**src/design/blire_pkg.sv**
```systemverilog
// Shared constants, codes and types of the bounded list engine.
`default_nettype none
package blire_pkg;

  // List depth and stored value width
  localparam int unsigned ENTRIES     = 16;
  localparam int unsigned VALUE_WIDTH = 32;

  // Fixed port field widths
  localparam int unsigned CMD_W    = 3;
  localparam int unsigned POS_W    = 5;
  localparam int unsigned DATA_W   = 32;
  localparam int unsigned STATUS_W = 2;
  localparam int unsigned FPOS_W   = 4;
  localparam int unsigned FILL_W   = 5;

  // Derived widths
  localparam int unsigned IDX_W = $clog2(ENTRIES);
  localparam int unsigned CNT_W = $clog2(ENTRIES + 1);
  localparam int unsigned CMP_W = (POS_W > CNT_W) ? POS_W : CNT_W;

  typedef enum logic [CMD_W-1:0] {
    CMD_PUSH   = 3'd0,
    CMD_POP    = 3'd1,
    CMD_GET    = 3'd2,
    CMD_SET    = 3'd3,
    CMD_INSERT = 3'd4,
    CMD_REMOVE = 3'd5,
    CMD_FIND   = 3'd6,
    CMD_CLEAR  = 3'd7
  } cmd_e;

  localparam logic [STATUS_W-1:0] ST_OK     = 2'd0;
  localparam logic [STATUS_W-1:0] ST_BOUNDS = 2'd1;
  localparam logic [STATUS_W-1:0] ST_FULL   = 2'd2;

  typedef enum logic [1:0] {
    CELL_HOLD,
    CELL_WRITE,
    CELL_SHIFT_UP,
    CELL_SHIFT_DOWN
  } cell_op_e;

  // Per-cell control handed from the sequencer to each cell
  typedef struct packed {
    cell_op_e op;
  } cell_ctrl_t;

endpackage
`default_nettype wire

```
**src/design/blire_cell.sv**
```systemverilog
// One list cell: holds an entry, shifts with its neighbors and matches a key.
`default_nettype none
module blire_cell
  import blire_pkg::*;
(
  input  wire logic                   clk_i,
  input  wire cell_ctrl_t             ctrl_i,
  input  wire logic [VALUE_WIDTH-1:0] wr_data_i,
  input  wire logic [VALUE_WIDTH-1:0] lower_data_i,
  input  wire logic [VALUE_WIDTH-1:0] upper_data_i,
  input  wire logic [VALUE_WIDTH-1:0] key_i,
  output logic      [VALUE_WIDTH-1:0] data_o,
  output logic                        match_o
);

  logic [VALUE_WIDTH-1:0] data_q;
  logic [VALUE_WIDTH-1:0] data_d;

  // Pick the next entry value
  always_comb begin
    case (ctrl_i.op)
      CELL_WRITE:      data_d = wr_data_i;
      CELL_SHIFT_UP:   data_d = lower_data_i;
      CELL_SHIFT_DOWN: data_d = upper_data_i;
      default:         data_d = data_q;
    endcase
  end

  // Hold the entry
  always_ff @(posedge clk_i) begin
    data_q <= data_d;
  end

  assign data_o  = data_q;
  assign match_o = (data_q == key_i);

endmodule
`default_nettype wire

```
**src/design/bounded_list_insert_remove_engine_unit.sv**
```systemverilog
// Top level of the bounded list engine: command decode, cell row and result register.
`default_nettype none
// Ordered list of up to ENTRIES values held in a row of cells, one entry per cell.
// For every command (push, pop, get, set, insert, remove, find, clear), all cells
// shift, write or compare the key at the same clock edge, and the result lands in
// an output register the cycle after the transaction is accepted. A new transaction
// is taken in every cycle in which the output register is empty or its result is
// taken at the same edge, so the sustained rate is one command per cycle;
// in_stall_o rises only while a result waits on a stalled output. Stored entries
// have no reset; only the entry count and the output valid flag are cleared.
module bounded_list_insert_remove_engine_unit
  import blire_pkg::*;
(
  input  wire logic                clk_i,
  input  wire logic                rst_ni,
  input  wire logic                in_valid_i,
  output logic                     in_stall_o,
  input  wire logic [CMD_W-1:0]    command_i,
  input  wire logic [POS_W-1:0]    position_i,
  input  wire logic [DATA_W-1:0]   value_in_i,
  output logic                     out_valid_o,
  input  wire logic                out_stall_i,
  output logic      [STATUS_W-1:0] status_o,
  output logic      [DATA_W-1:0]   value_out_o,
  output logic                     found_o,
  output logic      [FPOS_W-1:0]   found_position_o,
  output logic      [FILL_W-1:0]   fill_count_o
);

  logic                   in_accept;
  cmd_e                   cmd;
  logic [CMP_W-1:0]       pos_ext;
  logic [CMP_W-1:0]       cnt_ext;
  logic [VALUE_WIDTH-1:0] key;
  logic                   is_empty;
  logic                   is_full;
  logic                   pos_in_list;
  logic                   pos_at_most_cnt;

  logic [CNT_W-1:0]       count_q;
  logic [CNT_W-1:0]       count_d;
  logic                   out_valid_q;
  logic [STATUS_W-1:0]    status_q;
  logic [STATUS_W-1:0]    status_d;
  logic [DATA_W-1:0]      value_q;
  logic [DATA_W-1:0]      value_d;
  logic                   found_q;
  logic                   found_d;
  logic [FPOS_W-1:0]      fpos_q;
  logic [FPOS_W-1:0]      fpos_d;
  logic [FILL_W-1:0]      fill_q;

  logic                   cmd_ok;
  logic                   read_en;
  logic [IDX_W-1:0]       rd_idx;

  cell_ctrl_t             cell_ctrl [ENTRIES];
  logic [VALUE_WIDTH-1:0] cell_data [ENTRIES];
  logic [ENTRIES-1:0]     cell_match;
  logic [ENTRIES-1:0]     hit;
  logic [ENTRIES-1:0]     hit_low;
  logic [IDX_W-1:0]       hit_idx;

  // Accept a transaction when the result slot is free or being drained
  assign in_stall_o = out_valid_q & out_stall_i;
  assign in_accept  = in_valid_i & ~in_stall_o;

  assign cmd     = cmd_e'(command_i);
  assign pos_ext = CMP_W'(position_i);
  assign cnt_ext = CMP_W'(count_q);
  assign key     = VALUE_WIDTH'(value_in_i);

  assign is_empty        = (count_q == '0);
  assign is_full         = (count_q == CNT_W'(ENTRIES));
  assign pos_in_list     = (pos_ext < cnt_ext);
  assign pos_at_most_cnt = (pos_ext <= cnt_ext);

  // Decode the command into status, next count and read select
  always_comb begin
    status_d = ST_OK;
    count_d  = count_q;
    cmd_ok   = 1'b0;
    read_en  = 1'b0;
    rd_idx   = IDX_W'(pos_ext);
    unique case (cmd)
      CMD_PUSH: begin
        if (is_full) begin
          status_d = ST_FULL;
        end else begin
          cmd_ok  = 1'b1;
          count_d = count_q + 1'b1;
        end
      end
      CMD_POP: begin
        rd_idx = IDX_W'(count_q - 1'b1);
        if (is_empty) begin
          status_d = ST_BOUNDS;
        end else begin
          read_en = 1'b1;
          count_d = count_q - 1'b1;
        end
      end
      CMD_GET: begin
        if (!pos_in_list) begin
          status_d = ST_BOUNDS;
        end else begin
          read_en = 1'b1;
        end
      end
      CMD_SET: begin
        if (!pos_in_list) begin
          status_d = ST_BOUNDS;
        end else begin
          cmd_ok = 1'b1;
        end
      end
      CMD_INSERT: begin
        if (!pos_at_most_cnt) begin
          status_d = ST_BOUNDS;
        end else if (is_full) begin
          status_d = ST_FULL;
        end else begin
          cmd_ok  = 1'b1;
          count_d = count_q + 1'b1;
        end
      end
      CMD_REMOVE: begin
        if (!pos_in_list) begin
          status_d = ST_BOUNDS;
        end else begin
          cmd_ok  = 1'b1;
          count_d = count_q - 1'b1;
        end
      end
      CMD_FIND: begin
        cmd_ok = 1'b0;
      end
      CMD_CLEAR: begin
        count_d = '0;
      end
      default: begin
        status_d = ST_OK;
      end
    endcase
  end

  // Drive each cell from its place relative to the position and the count
  always_comb begin
    for (int i = 0; i < ENTRIES; i++) begin
      cell_ctrl[i].op = CELL_HOLD;
      if (in_accept && cmd_ok) begin
        case (cmd)
          CMD_PUSH: begin
            if (CMP_W'(i) == cnt_ext) cell_ctrl[i].op = CELL_WRITE;
          end
          CMD_SET: begin
            if (CMP_W'(i) == pos_ext) cell_ctrl[i].op = CELL_WRITE;
          end
          CMD_INSERT: begin
            if (CMP_W'(i) == pos_ext) begin
              cell_ctrl[i].op = CELL_WRITE;
            end else if (CMP_W'(i) > pos_ext) begin
              cell_ctrl[i].op = CELL_SHIFT_UP;
            end
          end
          CMD_REMOVE: begin
            if (CMP_W'(i) >= pos_ext) cell_ctrl[i].op = CELL_SHIFT_DOWN;
          end
          default: begin
            cell_ctrl[i].op = CELL_HOLD;
          end
        endcase
      end
    end
  end

  // Build the cell row with neighbor links
  for (genvar g = 0; g < ENTRIES; g++) begin : g_cell
    logic [VALUE_WIDTH-1:0] lower;
    logic [VALUE_WIDTH-1:0] upper;
    if (g == 0) begin : g_first
      assign lower = key;
    end else begin : g_lower
      assign lower = cell_data[g-1];
    end
    if (g == ENTRIES - 1) begin : g_last
      assign upper = cell_data[g];
    end else begin : g_upper
      assign upper = cell_data[g+1];
    end
    blire_cell u_cell (
      .clk_i        (clk_i),
      .ctrl_i       (cell_ctrl[g]),
      .wr_data_i    (key),
      .lower_data_i (lower),
      .upper_data_i (upper),
      .key_i        (key),
      .data_o       (cell_data[g]),
      .match_o      (cell_match[g])
    );
  end

  // Keep matches of live entries and isolate the lowest one
  always_comb begin
    for (int i = 0; i < ENTRIES; i++) begin
      hit[i] = cell_match[i] & (CMP_W'(i) < cnt_ext);
    end
    hit_low = hit & (~hit + 1'b1);
    hit_idx = '0;
    for (int i = 0; i < ENTRIES; i++) begin
      if (hit_low[i]) hit_idx = hit_idx | IDX_W'(i);
    end
  end

  // Form the read value and the find result
  always_comb begin
    value_d = read_en ? DATA_W'(cell_data[rd_idx]) : '0;
    found_d = (cmd == CMD_FIND) && (hit != '0);
    fpos_d  = found_d ? FPOS_W'(hit_idx) : '0;
  end

  // Hold count and valid; advance on an accepted transaction or a drained result
  always_ff @(posedge clk_i or negedge rst_ni) begin
    if (!rst_ni) begin
      count_q     <= '0;
      out_valid_q <= 1'b0;
    end else begin
      if (in_accept) begin
        count_q     <= count_d;
        out_valid_q <= 1'b1;
      end else if (!out_stall_i) begin
        out_valid_q <= 1'b0;
      end
    end
  end

  // Load the result payload
  always_ff @(posedge clk_i) begin
    if (in_accept) begin
      status_q <= status_d;
      value_q  <= value_d;
      found_q  <= found_d;
      fpos_q   <= fpos_d;
      fill_q   <= FILL_W'(count_d);
    end
  end

  assign out_valid_o      = out_valid_q;
  assign status_o         = status_q;
  assign value_out_o      = value_q;
  assign found_o          = found_q;
  assign found_position_o = fpos_q;
  assign fill_count_o     = fill_q;

`ifndef NO_ASSERTIONS
  a_count_bound: assert property (@(posedge clk_i) disable iff (!rst_ni)
    count_q <= CNT_W'(ENTRIES))
    else $error("entry count exceeds depth");

  a_fill_tracks_count: assert property (@(posedge clk_i) disable iff (!rst_ni)
    out_valid_q |-> (fill_count_o == FILL_W'(count_q)))
    else $error("reported fill count differs from held count");

  a_push_grows: assert property (@(posedge clk_i) disable iff (!rst_ni)
    (in_accept && cmd == CMD_PUSH && !is_full) |=>
      (count_q == $past(count_q) + 1'b1) && (status_o == ST_OK))
    else $error("push did not add an entry");

  a_found_sane: assert property (@(posedge clk_i) disable iff (!rst_ni)
    (out_valid_q && found_o) |->
      (status_o == ST_OK) && (FILL_W'(found_position_o) < fill_count_o))
    else $error("find hit outside the list");

  a_error_no_value: assert property (@(posedge clk_i) disable iff (!rst_ni)
    (out_valid_q && status_o != ST_OK) |-> (value_out_o == '0) && !found_o)
    else $error("error result carries data");
`endif

endmodule
`default_nettype wire
```
**config.mk**
```make
export PLATFORM = sky130hd
export DESIGN_NAME = bounded_list_insert_remove_engine_unit
export DESIGN_NICKNAME = d
export VERILOG_FILES = /design/src/design/blire_pkg.sv /design/src/design/blire_cell.sv /design/src/design/bounded_list_insert_remove_engine_unit.sv
export SDC_FILE = /design/constraint.sdc
export NUM_CORES = 2
export LEC_CHECK = 0
export BUFFER_PORTS_ARGS = -buffer_cell sky130_fd_sc_hd__buf_2
export CAP_MARGIN = 30
export CORE_ASPECT_RATIO = 0.8
export CORE_MARGIN = 2
export CORE_UTILIZATION = 25
export CTS_CLUSTER_DIAMETER = 100
export CTS_CLUSTER_SIZE = 12
export DETAILED_ROUTE_END_ITERATION = 8
export SKIP_LAST_GASP = 1
export SYNTH_ARGS = -nofsm -noshare
export SYNTH_HDL_FRONTEND = slang
export SYNTH_SLANG_ARGS = --single-unit
```
**constraint.sdc**
```tcl
create_clock -name clk_i -period 6.4 [get_ports clk_i]
set_input_delay 1.28 -clock clk_i [delete_from_list [all_inputs] [get_ports clk_i]]
set_output_delay 1.28 -clock clk_i [all_outputs]
set_load 0.005 [all_outputs]
```
Yosys cells after proc, flatten, opt, wreduce, memory -nomap -nowiden
Index checks and enable logic that the tools add are counted.

storage, ports and cells
  bits in registers = 562
  input bits = 44
  output and inout port bits = 46
  word-level logic and storage cells = 390

operators by class
  add/subtract/negate cells = 3
  magnitude comparators = 51
  equal/unequal tests = 102
  mux-type cells = 164
  bitwise operators = 22
  reduce and logical (&&, ||, !) cells = 25

operator list
  kind                                                                                 count
  32-bit one-hot mux with 3 select lines                                               14
  32-bit equality test                                                                 16
  2-bit two-way mux                                                                    68
  2-bit one-hot mux with 4 select lines                                                17
  32-bit binary-select mux with 4-bit select                                           1
  32-bit one-hot mux with 2 select lines                                               2
  4-bit by 5-bit equality test with 1-bit output (first input constant)                16
  32-bit two-way mux                                                                   2
  2-bit equality test (second input constant)                                          31
  3-bit nonzero test                                                                   14
  3-bit by 5-bit equality test with 1-bit output (first input constant)                8
  4-bit by 5-bit greater-or-equal comparator with 1-bit output (first input constant)  8
  4-bit by 5-bit > comparator with 1-bit output (first input constant)                 8
  4-bit by 5-bit < comparator with 1-bit output (first input constant)                 8
  1-bit two-way mux                                                                    40
  4-bit two-way mux                                                                    9
  2-bit by 1-bit equality test with 1-bit output (second input constant)               16
  5-bit one-hot mux with 5 select lines                                                1
  2-bit by 5-bit equality test with 1-bit output (first input constant)                4
  3-bit by 5-bit greater-or-equal comparator with 1-bit output (first input constant)  4
  3-bit by 5-bit > comparator with 1-bit output (first input constant)                 4
  3-bit by 5-bit < comparator with 1-bit output (first input constant)                 4
  5-bit two-way mux                                                                    4
  1-bit bitwise AND                                                                    18
  32 further kinds                                                                     50

Longest topological paths before layout
  depth after elaboration = 20
  gate-level depth with buffers = 18
  mapped depth without buffers = 11

Cells and area by module
From an unflattened synthesis, not the netlist that was laid out.

unflattened totals
  cell total of the unflattened synthesis = 3721
  area, all modules = 41090.7 µm²

by module, submodules not included
  module                                  instances  cells each  area an instance (µm²)  sequential area each (µm²)
  blire_cell                              16         183         1986.9                  960.9
  bounded_list_insert_remove_engine_unit  1          793         9300.2                  1471.4

Least setup slack after synthesis
OpenSTA, ideal clock, no wires.

  kind = input to register
  start = input position_i[2]
  end = register g_cell[6].u_cell.data_q[0], enable pin
  library setup time = 0.466 ns
  arrival time = 5.459 ns
  required time = 5.934 ns
  path slack = 0.476 ns
  stages = 9
  path buffers = 2
  cell sequence = ha_1 > a21o_1 > a221o_1 > a21oi_2 > o211ai_2 > a211o_1 > buf_6 > buf_2 > o21ai_0

between the ends
  longest elaborated chain between the ends = 7
  elaborated cells between the ends (all ways) = 19
  classes of those cells = order compare: 4; eq/ne: 4; mux: 9; reduce/logical: 2

ends and longest elaborated chain
  item                                                                                   line                                                                                          source
  start, declared                                                                        bounded_list_insert_remove_engine_unit.sv:19                                                  input wire logic [POS_W-1:0] position_i,
  3-bit by 5-bit > comparator with 1-bit output, or another cell as far along            bounded_list_insert_remove_engine_unit.sv:162                                                 end else if (CMP_W'(i) > pos_ext) begin
  2-bit two-way mux, or another cell as far along                                        bounded_list_insert_remove_engine_unit.sv:162
  2-bit two-way mux or 1-bit one-hot mux with 3 select lines (tied branches)             bounded_list_insert_remove_engine_unit.sv:160, bounded_list_insert_remove_engine_unit.sv:85
  2-bit one-hot mux with 4 select lines or 1-bit logical AND (tied branches)             bounded_list_insert_remove_engine_unit.sv:152, bounded_list_insert_remove_engine_unit.sv:151
  2-bit two-way mux (*)                                                                  bounded_list_insert_remove_engine_unit.sv:151                                                 if (in_accept && cmd_ok) begin
  2-bit by 1-bit equality test with 1-bit output or 2-bit equality test (tied branches)  blire_cell.sv:21                                                                              case (ctrl_i.op)
  3-bit nonzero test (no source line) (*)                                                --
  end signal, assigned                                                                   blire_cell.sv:31                                                                              data_q <= data_d;
  end, declared                                                                          blire_cell.sv:16                                                                              logic [VALUE_WIDTH-1:0] data_q;

Every way passes the cells marked *; elsewhere a longest branch is shown, timed or not.
A chain may end at the register's enable or synchronous reset.

Worst setup path in the final report
  start = input value_in_i[20]
  end = register fpos_q[0] (netlist: found_position_o[0]), data pin

between the ends
  elaborated cells between the ends (all ways) = 52
  classes of those cells = add/sub: 1; eq/ne: 16; mux: 15; bitwise: 18; reduce/logical: 2

RTL lines
  item                     line                                           source
  start, declared          bounded_list_insert_remove_engine_unit.sv:20   input wire logic [DATA_W-1:0] value_in_i,
  32-bit equality test     blire_cell.sv:35                               assign match_o = (data_q == key_i);
  1-bit bitwise AND        bounded_list_insert_remove_engine_unit.sv:206  hit[i] = cell_match[i] & (CMP_W'(i) < cnt_ext);
  16-bit nonzero test (*)  bounded_list_insert_remove_engine_unit.sv:218  found_d = (cmd == CMD_FIND) && (hit != '0);
  1-bit logical AND (*)    bounded_list_insert_remove_engine_unit.sv:218
  named net found_d        bounded_list_insert_remove_engine_unit.sv:48   logic found_d;
  end signal, assigned     bounded_list_insert_remove_engine_unit.sv:243  fpos_q <= fpos_d;
  end, declared            bounded_list_insert_remove_engine_unit.sv:49   logic [FPOS_W-1:0] fpos_q;

Mark *: on every way through the listed nets, which the timed path passes. The rest lies on a longest branch.

==> flow_summary.ini <==
[worst_setup_path]
endpoint_kind = flip-flop
cpPeakStageDelay_ps = 1080
crit_arrival_ps = 5430
r2r_end = g_cell[0].u_cell.data_o[9]$_DFFE_PP_
critPathSlowestCell = nor4_1
path_class = in -> reg
reg2reg_depth = 12
startpoint_type = primary input
path_buf_inv = 1
rrSetupSlack_ps = 1860
reg2reg_from = cnt_ext[2]$_DFFE_PN0P_
crit_required_ps = 6890
critical_path.cell_chain = buf_2 -> xor2_1 -> nor4_1 -> nand4_1 -> or4_1 -> nand4_1 -> nor3_1 -> a21oi_1 -> o31a_1
path_delay_family = simple AND/OR/NAND/NOR gates
worstPathMaxFanout = 19
crit_top_cell = nand4_1

[yosys]
yosys_warnings = 0
synthArstFlopShare_pct = 1.07
yosysSeqAreaShare_pct = 42.6
synthSimpleGateAreaFrac_pct = 12.8
netlist_area_um2 = 39600
synthFlopType = edfxtp_1
synth_xor_area_share_pct = 11.3
synth_fa_ha_area_share_pct = 0.348
synth_nets = 4138
synth_top_family_by_area = compound AO/OA/AOI/OAI gates
synth_edf_count = 556
postSynthCellCount = 4083
synth_compound_area_share_pct = 14.4
synth.avg_cell_area_um2 = 9.69
muxShareOfSynthArea_pct = 14.0
yosysUniqueCellTypes = 77
ys_ff_latch = 562

[hold_path]
hp-class = in -> async

[global_route]
grt_pass1_wl_mm = 234
grt_antenna_before_repair = 9
grt_pass1_vias = 29926
grt_max_degree = 120
grt_remaining_overflow = 0
grt_usage_pct = 19.7

[status]
status = completed

[placed_design]
portBuffers = 89
dp.cells = 6019
place_area_um2 = 42400
post-place-ws_ps = 1000
dp_hpwl_mm = 123
gp_congestion = 1.01

[route]
routedWlPerCell_um = 27.3
ant_nets = 0
via_per_inst = 5.37
first_pass_iters = 6
drc = 0
drtIter0Drc = 4862
num_vias = 32775
wl_mm = 166

[floorplan]
placement_rows = 130
die_h_um = 360
core-area_um2 = 157000
die_x_um = 449
ios = 90
initial_utilization_pct = 25.2
dieArea_um2 = 162000

[sta]
hold_viol = 0
fmax_mhz = 202
setup_ws_ps = 1460
relSlewSlack_pct = 20.4
hold_ws_ps = 431
final_max_slew_viol_count = 0
tightest_slew_ps = 1180
skew_ps = 28.5
min_period_over_period_pct = 77.2
fin_crit_ps = 4940
final.setup.tns_ps = 0
setup_viol = 0
rsz0062_at_grt = no

[cells_and_area]
nFillCells = 16644
multi_input_area_um2 = 21300
syn_to_final_growth_pct = 11.0
layout_commonest_cell = edfxtp_1
fin_area_um2 = 43900
fin_util_pct = 28.0
regArea_um2 = 16800
fin_nets = 4022
final_cells = 6099
drive_above_1_share_pct = 10.2
final_cell_mix = edfxtp_1, mux2i_1, nor2_1

[clocking]
cts_hold_buf = 0
clock_latency_ps = 670
root_buffer = clkbuf_16
cts_made_buffers = 54
cts_max_path_buffers = 3
htreeDepth = 2
clock-sinks = 562
cts_tree = built
clk_pin_slew_worst_paths_ps = 70
cts_resized = 0
post-cts-setup-buffers = 0

[power_and_ir_drop]
leakage_nw = 14.9
power_mw = 9.59
ir_drop_uv = 207
power_density_nw_per_um2 = 218

[run]
max_cap_violations = 0
==> routing by layer <==
metal,part of all wire [%],global-route usage (%),vias up
met5,0.021,0,-
met4,3.1,5.64,6
met3,12,6.03,176
met2,42,28.8,1837
met1,42,27.8,16189
li1,-,-,14567
==> logic make-up after synthesis <==
family                     count (synthesis)
and+or+nand+nor                         1109
AOI/OAI and AO/OA                        928
DFF                                      562
muxes                                    544
xor gates and xnor gates                 511
buffers and inverters                    418
adders and majority gates                 11
==> worst reg2reg max path, delay by kind of cell, from the launching register on <==
kind            cells  cell delay (ps)
buf+inv             4             1370
mux                 1              430
flops               1              320
compound gates      5             1710
fa+ha+maj           1              320
simple gates        1              130
==> registers in the layout, indices dropped and copies added, names as in the netlist <==
register              count
found_o                   1
found_position_o          4
fill_count_o              5
cnt_ext                   5
out_valid_o               1
value_out_o              32
status_o                  2
g_cell.u_cell.data_o    512
==> cell type report <==
type,count,area share (%)
tap,2112,6.02
clock buffer,65,3.22
timing repair buffer,223,3.64
sequential,562,38.4
antenna,4,0.0228
multi-input combinational,3103,48.4
clock inverter,7,0.154
inverter,23,0.197
==> worst max-delay path by stage <==
stage                                                        to            from  slack, ps  cells after the start
after floorplan            g_cell[6].u_cell.data_o[0]$_DFFE_PP_   position_i[2]        480                      9
after global placement    g_cell[9].u_cell.data_o[23]$_DFFE_PP_   position_i[2]        960                     10
after detailed placement  g_cell[0].u_cell.data_o[18]$_DFFE_PP_   position_i[2]       1000                     11
after CTS                 g_cell[0].u_cell.data_o[12]$_DFFE_PP_   position_i[2]       1710                     11
after global routing      g_cell[6].u_cell.data_o[19]$_DFFE_PP_   position_i[2]       1530                     10
final                         found_position_o[0]$_SDFFCE_PN0P_  value_in_i[20]       1460                      9
==> synthesized netlist by cell type (all sizes together), types with 3 or more instances <==
library cell | count | area [um2]
a31oi | 103 | 644
xor2 | 232 | 2030
o32ai | 3 | 33.8
nor2 | 414 | 1590
a22oi | 3 | 27.5
clkbuf | 195 | 732
nand2 | 337 | 1260
xnor2 | 279 | 2440
a32oi | 3 | 26.3
a21o | 4 | 30.0
ha | 11 | 138
o21bai | 3 | 22.5
a211oi | 260 | 1960
nand4 | 79 | 494
mux2i | 482 | 4820
dfrtp | 6 | 150
nor3b | 4 | 35.0
nor4 | 65 | 407
nand2b | 5 | 31.3
and3 | 4 | 25.0
o21ai | 122 | 611
buf | 200 | 1020
o22ai | 3 | 18.8
nand3 | 25 | 125
a21oi | 390 | 1960
inv | 22 | 82.6
or3 | 6 | 37.5
and2 | 63 | 394
or4 | 3 | 22.5
a211o | 3 | 26.3
nor2b | 69 | 432
edfxtp | 556 | 16700
o31ai | 3 | 22.5
mux2 | 62 | 698
o41ai | 3 | 63.8
nor3 | 27 | 163
==> where the power goes <==
group	internal, mW	switching, mW	total [mW]
clock	1.55	1.54	3.09
sequential	4.14	0.0986	4.24
combinational	0.695	1.57	2.26
total	6.38	3.21	9.59
No activity file was read; power rests on OpenSTA's default activity.
